## src/hw/rtl/euclidean_distance_transform_defines.svh

```systemverilog
// Assertion macros for the distance transform block.
// Used by the top level; expects i_clk and i_rst_n in scope.
`ifndef EUCLIDEAN_DISTANCE_TRANSFORM_DEFINES_SVH
`define EUCLIDEAN_DISTANCE_TRANSFORM_DEFINES_SVH

// same-cycle implication, disabled in reset
`define EDT_ASSERT_IMP(lbl, ante, cons) \
    lbl: assert property (@(posedge i_clk) disable iff (!i_rst_n) (ante) |-> (cons)) \
        else $error("edt assertion failed");

// next-cycle implication, disabled in reset
`define EDT_ASSERT_NXT(lbl, ante, cons) \
    lbl: assert property (@(posedge i_clk) disable iff (!i_rst_n) (ante) |=> (cons)) \
        else $error("edt assertion failed");

`endif

```

## src/hw/rtl/edt_pkg.sv

```systemverilog
// Shared types, constants and neighbor tables for the distance transform.
// No dependencies.
package edt_pkg;

    localparam int MAX_WIDTH_DEF  = 128;
    localparam int MAX_HEIGHT_DEF = 128;

    localparam logic signed [15:0] FAR_OFFSET = 16'sd32000;
    localparam logic [7:0]         CFG_RESET  = 8'd128;

    localparam logic REG_WIDTH  = 1'b0;
    localparam logic REG_HEIGHT = 1'b1;

    localparam logic [1:0] SCAN_FWD_ROW   = 2'd0;
    localparam logic [1:0] SCAN_FWD_RIGHT = 2'd1;
    localparam logic [1:0] SCAN_BWD_ROW   = 2'd2;
    localparam logic [1:0] SCAN_BWD_LEFT  = 2'd3;

    localparam logic signed [1:0] STEP_NEG  = -2'sd1;
    localparam logic signed [1:0] STEP_ZERO = 2'sd0;
    localparam logic signed [1:0] STEP_POS  = 2'sd1;

    typedef struct packed {
        logic signed [1:0] dc;
        logic signed [1:0] dr;
    } t_step;

    typedef struct packed {
        logic rd_en;
        logic wr_en;
    } t_mem_ctl;

    function automatic t_step nb_step(input logic [1:0] scan, input logic [1:0] k);
        t_step s;
        s.dc = STEP_ZERO;
        s.dr = STEP_ZERO;
        case (scan)
            SCAN_FWD_ROW: begin
                case (k)
                    2'd0:    begin s.dc = STEP_NEG;  s.dr = STEP_ZERO; end
                    2'd1:    begin s.dc = STEP_NEG;  s.dr = STEP_NEG;  end
                    2'd2:    begin s.dc = STEP_ZERO; s.dr = STEP_NEG;  end
                    default: begin s.dc = STEP_POS;  s.dr = STEP_NEG;  end
                endcase
            end
            SCAN_FWD_RIGHT: begin
                s.dc = STEP_POS;
            end
            SCAN_BWD_ROW: begin
                case (k)
                    2'd0:    begin s.dc = STEP_POS;  s.dr = STEP_ZERO; end
                    2'd1:    begin s.dc = STEP_POS;  s.dr = STEP_POS;  end
                    2'd2:    begin s.dc = STEP_ZERO; s.dr = STEP_POS;  end
                    default: begin s.dc = STEP_NEG;  s.dr = STEP_POS;  end
                endcase
            end
            default: begin
                s.dc = STEP_NEG;
            end
        endcase
        return s;
    endfunction

    function automatic logic [2:0] nb_count(input logic [1:0] scan);
        logic [2:0] c;
        case (scan)
            SCAN_FWD_ROW: c = 3'd4;
            SCAN_BWD_ROW: c = 3'd4;
            default:      c = 3'd1;
        endcase
        return c;
    endfunction

endpackage

```

## src/hw/rtl/edt_sweep.sv

```systemverilog
// Sweep sequencer: read-modify-write of offsets in the shared memory.
// Depends on edt_pkg.
module edt_sweep #(
    parameter int MAX_WIDTH  = edt_pkg::MAX_WIDTH_DEF,
    parameter int MAX_HEIGHT = edt_pkg::MAX_HEIGHT_DEF
) (
    input  logic                                        i_clk,
    input  logic                                        i_rst_n,
    input  logic                                        i_start,
    input  logic [$clog2(MAX_WIDTH+1)-1:0]              i_width,
    input  logic [$clog2(MAX_HEIGHT+1)-1:0]             i_height,
    output logic                                        o_done,
    output edt_pkg::t_mem_ctl                           o_mem,
    output logic [$clog2(MAX_WIDTH*MAX_HEIGHT)-1:0]     o_rd_addr,
    output logic [$clog2(MAX_WIDTH*MAX_HEIGHT)-1:0]     o_wr_addr,
    output logic [31:0]                                 o_wr_data,
    input  logic [31:0]                                 i_rd_data
);
    import edt_pkg::*;

    localparam int DEPTH = MAX_WIDTH * MAX_HEIGHT;
    localparam int AW    = $clog2(DEPTH);
    localparam int XW    = $clog2(MAX_WIDTH + 1);
    localparam int YW    = $clog2(MAX_HEIGHT + 1);

    localparam logic [3:0] S_IDLE = 4'd0;
    localparam logic [3:0] S_CUR  = 4'd1;
    localparam logic [3:0] S_CURD = 4'd2;
    localparam logic [3:0] S_NRD  = 4'd3;
    localparam logic [3:0] S_NDAT = 4'd4;
    localparam logic [3:0] S_SQ   = 4'd5;
    localparam logic [3:0] S_CMP  = 4'd6;
    localparam logic [3:0] S_WR   = 4'd7;
    localparam logic [3:0] S_ADV  = 4'd8;

    logic [3:0]         r_state;
    logic [1:0]         r_scan;
    logic [2:0]         r_k;
    logic [XW-1:0]      r_x;
    logic [YW-1:0]      r_y;
    logic [AW-1:0]      r_base;
    logic               r_changed;
    logic               r_upd;
    logic               r_is_cur;
    logic               r_done;
    logic signed [15:0] r_cx;
    logic signed [15:0] r_cy;
    logic signed [15:0] r_px;
    logic signed [15:0] r_py;
    logic [31:0]        r_sqx;
    logic [31:0]        r_sqy;
    logic [32:0]        r_cur_len;

    t_step              w_step;
    logic [2:0]         w_count;
    logic               w_skip;
    logic               w_x_last;
    logic               w_fin;
    logic [AW+1:0]      w_row;
    logic [AW+1:0]      w_nsum;
    logic [AW-1:0]      w_cur_addr;
    logic [AW-1:0]      w_nb_addr;
    logic [32:0]        w_len;
    logic signed [16:0] w_dx;
    logic signed [16:0] w_dy;
    logic signed [15:0] w_sx;
    logic signed [15:0] w_sy;

    assign w_step   = nb_step(r_scan, r_k[1:0]);
    assign w_count  = nb_count(r_scan);
    assign w_x_last = (r_x == i_width - XW'(1));
    assign w_skip   = ((w_step.dc == STEP_NEG) && (r_x == '0)) ||
                      ((w_step.dc == STEP_POS) && w_x_last);
    assign w_fin    = (r_scan == SCAN_BWD_LEFT) && w_x_last && (r_y == '0) && !r_changed;

    always_comb begin
        case (w_step.dr)
            STEP_NEG: w_row = (AW+2)'(r_base) - (AW+2)'(i_width);
            STEP_POS: w_row = (AW+2)'(r_base) + (AW+2)'(i_width);
            default:  w_row = (AW+2)'(r_base);
        endcase
        case (w_step.dc)
            STEP_NEG: w_nsum = w_row + (AW+2)'(r_x) - (AW+2)'(1);
            STEP_POS: w_nsum = w_row + (AW+2)'(r_x) + (AW+2)'(1);
            default:  w_nsum = w_row + (AW+2)'(r_x);
        endcase
    end

    assign w_cur_addr = AW'((AW+2)'(r_base) + (AW+2)'(r_x));
    assign w_nb_addr  = w_nsum[AW-1:0];
    assign w_len      = {1'b0, r_sqx} + {1'b0, r_sqy};

    assign w_dx = $signed({i_rd_data[15], i_rd_data[15:0]})
                - $signed({{15{w_step.dc[1]}}, w_step.dc});
    assign w_dy = $signed({i_rd_data[31], i_rd_data[31:16]})
                - $signed({{15{w_step.dr[1]}}, w_step.dr});
    assign w_sx = (w_dx[16] != w_dx[15]) ? (w_dx[16] ? 16'sh8000 : 16'sh7FFF) : w_dx[15:0];
    assign w_sy = (w_dy[16] != w_dy[15]) ? (w_dy[16] ? 16'sh8000 : 16'sh7FFF) : w_dy[15:0];

    always_ff @(posedge i_clk) begin
        if (!i_rst_n) begin
            r_state   <= S_IDLE;
            r_done    <= 1'b0;
            r_changed <= 1'b0;
            r_upd     <= 1'b0;
            r_is_cur  <= 1'b0;
            r_scan    <= SCAN_FWD_ROW;
            r_k       <= '0;
            r_x       <= '0;
            r_y       <= '0;
            r_base    <= '0;
        end else begin
            r_done <= ((r_state == S_IDLE) && i_start && (i_height == YW'(1))) ||
                      ((r_state == S_ADV) && w_fin);
            case (r_state)
                S_IDLE: begin
                    if (i_start && (i_height != YW'(1))) begin
                        r_scan    <= SCAN_FWD_ROW;
                        r_x       <= '0;
                        r_y       <= YW'(1);
                        r_base    <= AW'(i_width);
                        r_changed <= 1'b0;
                        r_state   <= S_CUR;
                    end
                end
                S_CUR: begin
                    r_state <= S_CURD;
                end
                S_CURD: begin
                    r_px     <= i_rd_data[15:0];
                    r_py     <= i_rd_data[31:16];
                    r_is_cur <= 1'b1;
                    r_state  <= S_SQ;
                end
                S_NRD: begin
                    if (r_k == w_count) begin
                        r_state <= S_WR;
                    end else if (w_skip) begin
                        r_k <= r_k + 3'd1;
                    end else begin
                        r_state <= S_NDAT;
                    end
                end
                S_NDAT: begin
                    r_px     <= w_sx;
                    r_py     <= w_sy;
                    r_is_cur <= 1'b0;
                    r_state  <= S_SQ;
                end
                S_SQ: begin
                    r_sqx   <= 32'(r_px) * 32'(r_px);
                    r_sqy   <= 32'(r_py) * 32'(r_py);
                    r_state <= S_CMP;
                end
                S_CMP: begin
                    if (r_is_cur) begin
                        r_cur_len <= w_len;
                        r_cx      <= r_px;
                        r_cy      <= r_py;
                        r_upd     <= 1'b0;
                        r_k       <= '0;
                        r_state   <= (w_len == '0) ? S_ADV : S_NRD;
                    end else begin
                        if (w_len < r_cur_len) begin
                            r_cur_len <= w_len;
                            r_cx      <= r_px;
                            r_cy      <= r_py;
                            r_upd     <= 1'b1;
                        end
                        r_k     <= r_k + 3'd1;
                        r_state <= S_NRD;
                    end
                end
                S_WR: begin
                    if (r_upd) begin
                        r_changed <= 1'b1;
                    end
                    r_state <= S_ADV;
                end
                S_ADV: begin
                    r_state <= w_fin ? S_IDLE : S_CUR;
                    case (r_scan)
                        SCAN_FWD_ROW: begin
                            if (w_x_last) begin
                                r_scan <= SCAN_FWD_RIGHT;
                                r_x    <= i_width - XW'(2);
                            end else begin
                                r_x <= r_x + XW'(1);
                            end
                        end
                        SCAN_FWD_RIGHT: begin
                            if (r_x == '0) begin
                                if (r_y == i_height - YW'(1)) begin
                                    r_scan <= SCAN_BWD_ROW;
                                    r_y    <= i_height - YW'(2);
                                    r_base <= r_base - AW'(i_width);
                                    r_x    <= i_width - XW'(1);
                                end else begin
                                    r_scan <= SCAN_FWD_ROW;
                                    r_y    <= r_y + YW'(1);
                                    r_base <= r_base + AW'(i_width);
                                end
                            end else begin
                                r_x <= r_x - XW'(1);
                            end
                        end
                        SCAN_BWD_ROW: begin
                            if (r_x == '0) begin
                                r_scan <= SCAN_BWD_LEFT;
                                r_x    <= XW'(1);
                            end else begin
                                r_x <= r_x - XW'(1);
                            end
                        end
                        default: begin
                            if (w_x_last) begin
                                if (r_y == '0) begin
                                    if (r_changed) begin
                                        r_changed <= 1'b0;
                                        r_scan    <= SCAN_FWD_ROW;
                                        r_x       <= '0;
                                        r_y       <= YW'(1);
                                        r_base    <= AW'(i_width);
                                    end
                                end else begin
                                    r_scan <= SCAN_BWD_ROW;
                                    r_y    <= r_y - YW'(1);
                                    r_base <= r_base - AW'(i_width);
                                    r_x    <= i_width - XW'(1);
                                end
                            end else begin
                                r_x <= r_x + XW'(1);
                            end
                        end
                    endcase
                end
                default: begin
                    r_state <= S_IDLE;
                end
            endcase
        end
    end

    assign o_done      = r_done;
    assign o_mem.rd_en = (r_state == S_CUR) ||
                         ((r_state == S_NRD) && (r_k != w_count) && !w_skip);
    assign o_mem.wr_en = (r_state == S_WR) && r_upd;
    assign o_rd_addr   = (r_state == S_CUR) ? w_cur_addr : w_nb_addr;
    assign o_wr_addr   = w_cur_addr;
    assign o_wr_data   = {r_cy, r_cx};
endmodule

```

## config.mk

```make
export PLATFORM = sky130hd
export DESIGN_NAME = edt_sweep
export DESIGN_NICKNAME = d
export VERILOG_FILES = /design/src/hw/rtl/euclidean_distance_transform_defines.svh /design/src/hw/rtl/edt_pkg.sv /design/src/hw/rtl/edt_sweep.sv
export SDC_FILE = /design/constraint.sdc
export NUM_CORES = 2
export LEC_CHECK = 0
export BUFFER_PORTS_ARGS = -buffer_cell sky130_fd_sc_hd__buf_2
export CAP_MARGIN = 15
export CORE_MARGIN = 4
export CORE_UTILIZATION = 59
export DETAILED_ROUTE_END_ITERATION = 6
export PLACE_DENSITY_LB_ADDON = 0.3
export SKIP_CTS_REPAIR_TIMING = 1
export SYNTH_ARGS = -nofsm -noshare
export SYNTH_HDL_FRONTEND = slang
export SYNTH_SLANG_ARGS = --single-unit
```

## constraint.sdc

```tcl
create_clock -name i_clk -period 9.4 [get_ports i_clk]
set_clock_uncertainty 0.05 [all_clocks]
set_input_delay 1.88 -clock i_clk [delete_from_list [all_inputs] [get_ports i_clk]]
set_output_delay 1.88 -clock i_clk [all_outputs]
set_load 0.005 [all_outputs]
```

==> out/qor.tcl <==
set qor(wire_per_inst_um) 17.3
set qor(floorplan.die_area_sq_mm) 0.0612
set qor(worst_ep_required_time_ns) 7.47
set qor(worst_ir_drop_vdd_mv) 0.528
set qor(die_h_um) 247
set qor(grt_max_degree) 63
set qor(ant_nets) 0
set qor(synth_area_leaders) {fa_1, edfxtp_1, ha_1, inv_1, xnor2_1}
set qor(worstReg2RegEnd) {r_sqy[30]$_DFFE_PP_}
set qor(yosys_register_bits) 202
set qor(setup_repair_after_global_routing_missed_its_margin) {no}
set qor(final_setup_fails) 0
set qor(timing.slew.headroom_pct) 32.7
set qor(report.final.slew_viol_count) 0
set qor(synth_cell_types) 101
set qor(period_share_pct) 95.9
set qor(syn-mean-instance-area_sq_um) 9.03
set qor(clock_insertion_delay_worst_skew_ns) 0.55
set qor(cts-root-to-sink-buffers) 3
set qor(min_path_type) {reg2reg}
set qor(syn-num-nets) 4609
set qor(combinational_family_with_the_most_area_after_synthesis) {adder cells}
set qor(route.vias.total) 25850
set qor(place.port_buffers) 113
set qor(synth_compound_area_share_pct) 13.0
set qor(post-synth-top-area-cell) {fa_1}
set qor(post_synth_inst_count) 3742
set qor(crit_path_end_kind) {output port}
set qor(worstHoldStart) {r_upd$_SDFFE_PN0P_}
set qor(synth_edf_count) 159
set qor(power.leakage_nw) 17.5
set qor(yosys.area_share.adder_pct) 40.8
set qor(sequential_fraction_of_the_synthesis_area_pct) 16.7
set qor(worst-r2r-cell-count) 21
set qor(place.gp.congestion) 0.946
set qor(outcome) {finished, final reports clean}
set qor(clk_root_buffer_cell) {clkbuf_16}
set qor(chipWidth_um) 247
set qor(achievable-frequency_ghz) 0.111
set qor(final_non_filler_cell_area_sq_mm) 0.0359
set qor(htree_levels) 1
set qor(grt_pass1_vias) 26756
set qor(placed_instance_area_sq_mm) 0.0351
set qor(mostFrequentLayoutCell) {inv_1}
set qor(drive_above_1_share_pct) 6.61
set qor(layout_min_cycle_time_ns) 9.02
set qor(number_of_instances_on_the_worst_hold_path) 2
set qor(dpl.hpwl_mm) 63.3
set qor(data_arrival_time_of_the_critical_path_ns) 7.09
set qor(destination_of_the_worst_hold_path) {r_upd$_SDFFE_PN0P_}
set qor(overflow) 0
set qor(clock_sink_count) 202
set qor(timing.rr.start) {r_py[3]$_DFFE_PP_}
set qor(post_synth_instance_area_sq_mm) 0.0338
set qor(cap_viol_max_count) 0
set qor(crit_path_max_fanout) 10
set qor(yosys.area_share.xor_xnor_pct) 6.15
set qor(post-synth-top-area-fraction_pct) 28.1
set qor(total_clock_buffers_created_by_cts) 25
set qor(start_kind) {input port}
set qor(synth-warning-count) 0
set qor(grt_antenna_before_repair) 2
set qor(post_drt_via_cell_ratio) 5.66
set qor(drt_pass1_iterations) 6
set qor(drc) 0
set qor(final.hold.worst_slack_ns) 0.402
set qor(cts.reportedPaths.clkPinSlew_ns) 0.06
set qor(multiplexer_share_of_the_synthesized_area_pct) 0.359
set qor(clock_tree_from_tritoncts) {built}
set qor(core_sq_mm) 0.0566
set qor(layout.cells.most_common_list) {inv_1, fa_1, ha_1}
set qor(final.setup.tns_ns) 0
set qor(totalWireLength_mm) 79.0
set qor(floorplan.initialDensity_pct) 59.7
set qor(synth-simple-area-share_pct) 13.3
set qor(worstMarginPinSlew_ns) 0.985
set qor(global_route_wire_length_before_repair_mm) 132
set qor(area.growth.synth_to_final_pct) 6.32
set qor(drt_first_iter_violations) 1609
set qor(reg2reg_slack_ns) 2.02
set qor(synth-main-ff-cell) {edfxtp_1}
set qor(timing_hold_violations_final) 0
set qor(io_pins) 114
set qor(net_count_of_the_finished_layout) 4659
set qor(power_per_cell_area_mw_per_mm2) 323
set qor(placement_rows) 87
set qor(globalRouteTotalUtil_pct) 26.6
set qor(crit_type) {in2out}
set qor(async_reset_ff_share_pct) 0
==> where the power goes <==
group	switching, mW	total (mW)	internal, mW
sequential	0.0490	1.57	1.52
combinational	5.00	9.12	4.12
clock	0.419	0.940	0.521
==> cells by family after synthesis <==
| group | after synthesis |
|---|---|
| buffers and inverters | 868 |
| adders and majority gates | 818 |
| AOI/OAI and AO/OA | 680 |
| and+or+nand+nor | 934 |
| DFF | 202 |
| muxes | 12 |
| xor gates and xnor gates | 228 |
==> metal layers <==
layer  global-route usage [%]  vias up  wire length (um)
met5                        0        -                 7
met4                     7.80        2              2350
met3                     2.10      140              3970
met2                     46.7      706             39600
met1                     35.8    12716             33100
li1                         -    12286                 -
==> flip-flops by register name, summed over array words and instances (netlist names) <==
signal,cells
r_py,16
r_y,8
o_done,1
r_base,14
r_px,16
r_changed,1
r_is_cur,1
r_sqx,31
r_sqy,31
r_x,8
r_k,3
r_cur_len,33
r_upd,1
r_cx,16
r_cy,16
r_scan,2
r_state,4
==> worst max-delay path: stages <==
cell and delay [ns]:
clkbuf_4 0.22, ha_1 0.20, inv_1 0.06, fa_1 0.50, and3_1 0.16, a21oi_1 0.04, nor2_1 0.14, a21oi_2 0.06
fa_1 0.44, a21o_1 0.20, a21oi_1 0.21, o21bai_1 0.09, a21oi_1 0.23, o21bai_1 0.09, a21o_1 0.20, xor2_1 0.18
ha_1 0.37, and3_1 0.19, a21oi_1 0.15, o211ai_1 0.14, a31o_2 0.25, a21oi_1 0.16, xor2_1 0.18, nand2_1 0.07
xnor3_1 0.38, a21oi_1 0.15, buf_2 0.13
==> cell type report <==
type / instances / area [sq um]
inverter: 744 / 2790
timing repair buffer: 147 / 843
antenna: 3 / 7.51
fill: 4740 / 20700
tap: 756 / 946
clock buffer: 25 / 626
clock inverter: 20 / 160
sequential: 202 / 5640
multi-input combinational: 2672 / 24900
==> synthesized netlist by cell type (49+ instances only) <==
cell type / instances
inv_1: 742
fa_1: 475
ha_1: 341
nand2_1: 307
nor2_1: 234
a21oi_1: 195
o21ai_0: 160
edfxtp_1: 159
xnor2_1: 156
clkbuf_1: 104
and2_1: 86
xor2_1: 66
nor2b_1: 53
nor3_1: 53
a21o_1: 49
==> metrics by stage <==
step,std cells,utilization (%),setup slack (ns),total power [mW]
2_1_floorplan,3742,-,0.384,8.85
3_3_place_gp,4520,62.0,0.424,10.5
3_5_place_dp,4520,62.0,0.351,10.7
4_1_cts,4565,63.4,0.328,11.7
5_1_grt,4567,63.5,0.00840,13.0
6_report,4569,63.5,0.384,11.6
==> worst max-delay path by stage <==
stage	depth (start not counted)	endpoint	slack, ns	from
floorplan	18	r_cur_len[0]$_DFFE_PP_	0.38	r_sqx[20]$_DFFE_PP_
global placement	27	o_rd_addr[13]	0.42	i_width[0]
detailed placement	27	o_rd_addr[13]	0.35	i_width[0]
CTS	27	o_rd_addr[13]	0.33	i_width[0]
global route	26	o_rd_addr[13]	0.008	i_width[0]
finish	27	o_rd_addr[13]	0.38	i_width[0]
No activity file was read; power rests on OpenSTA's default activity.
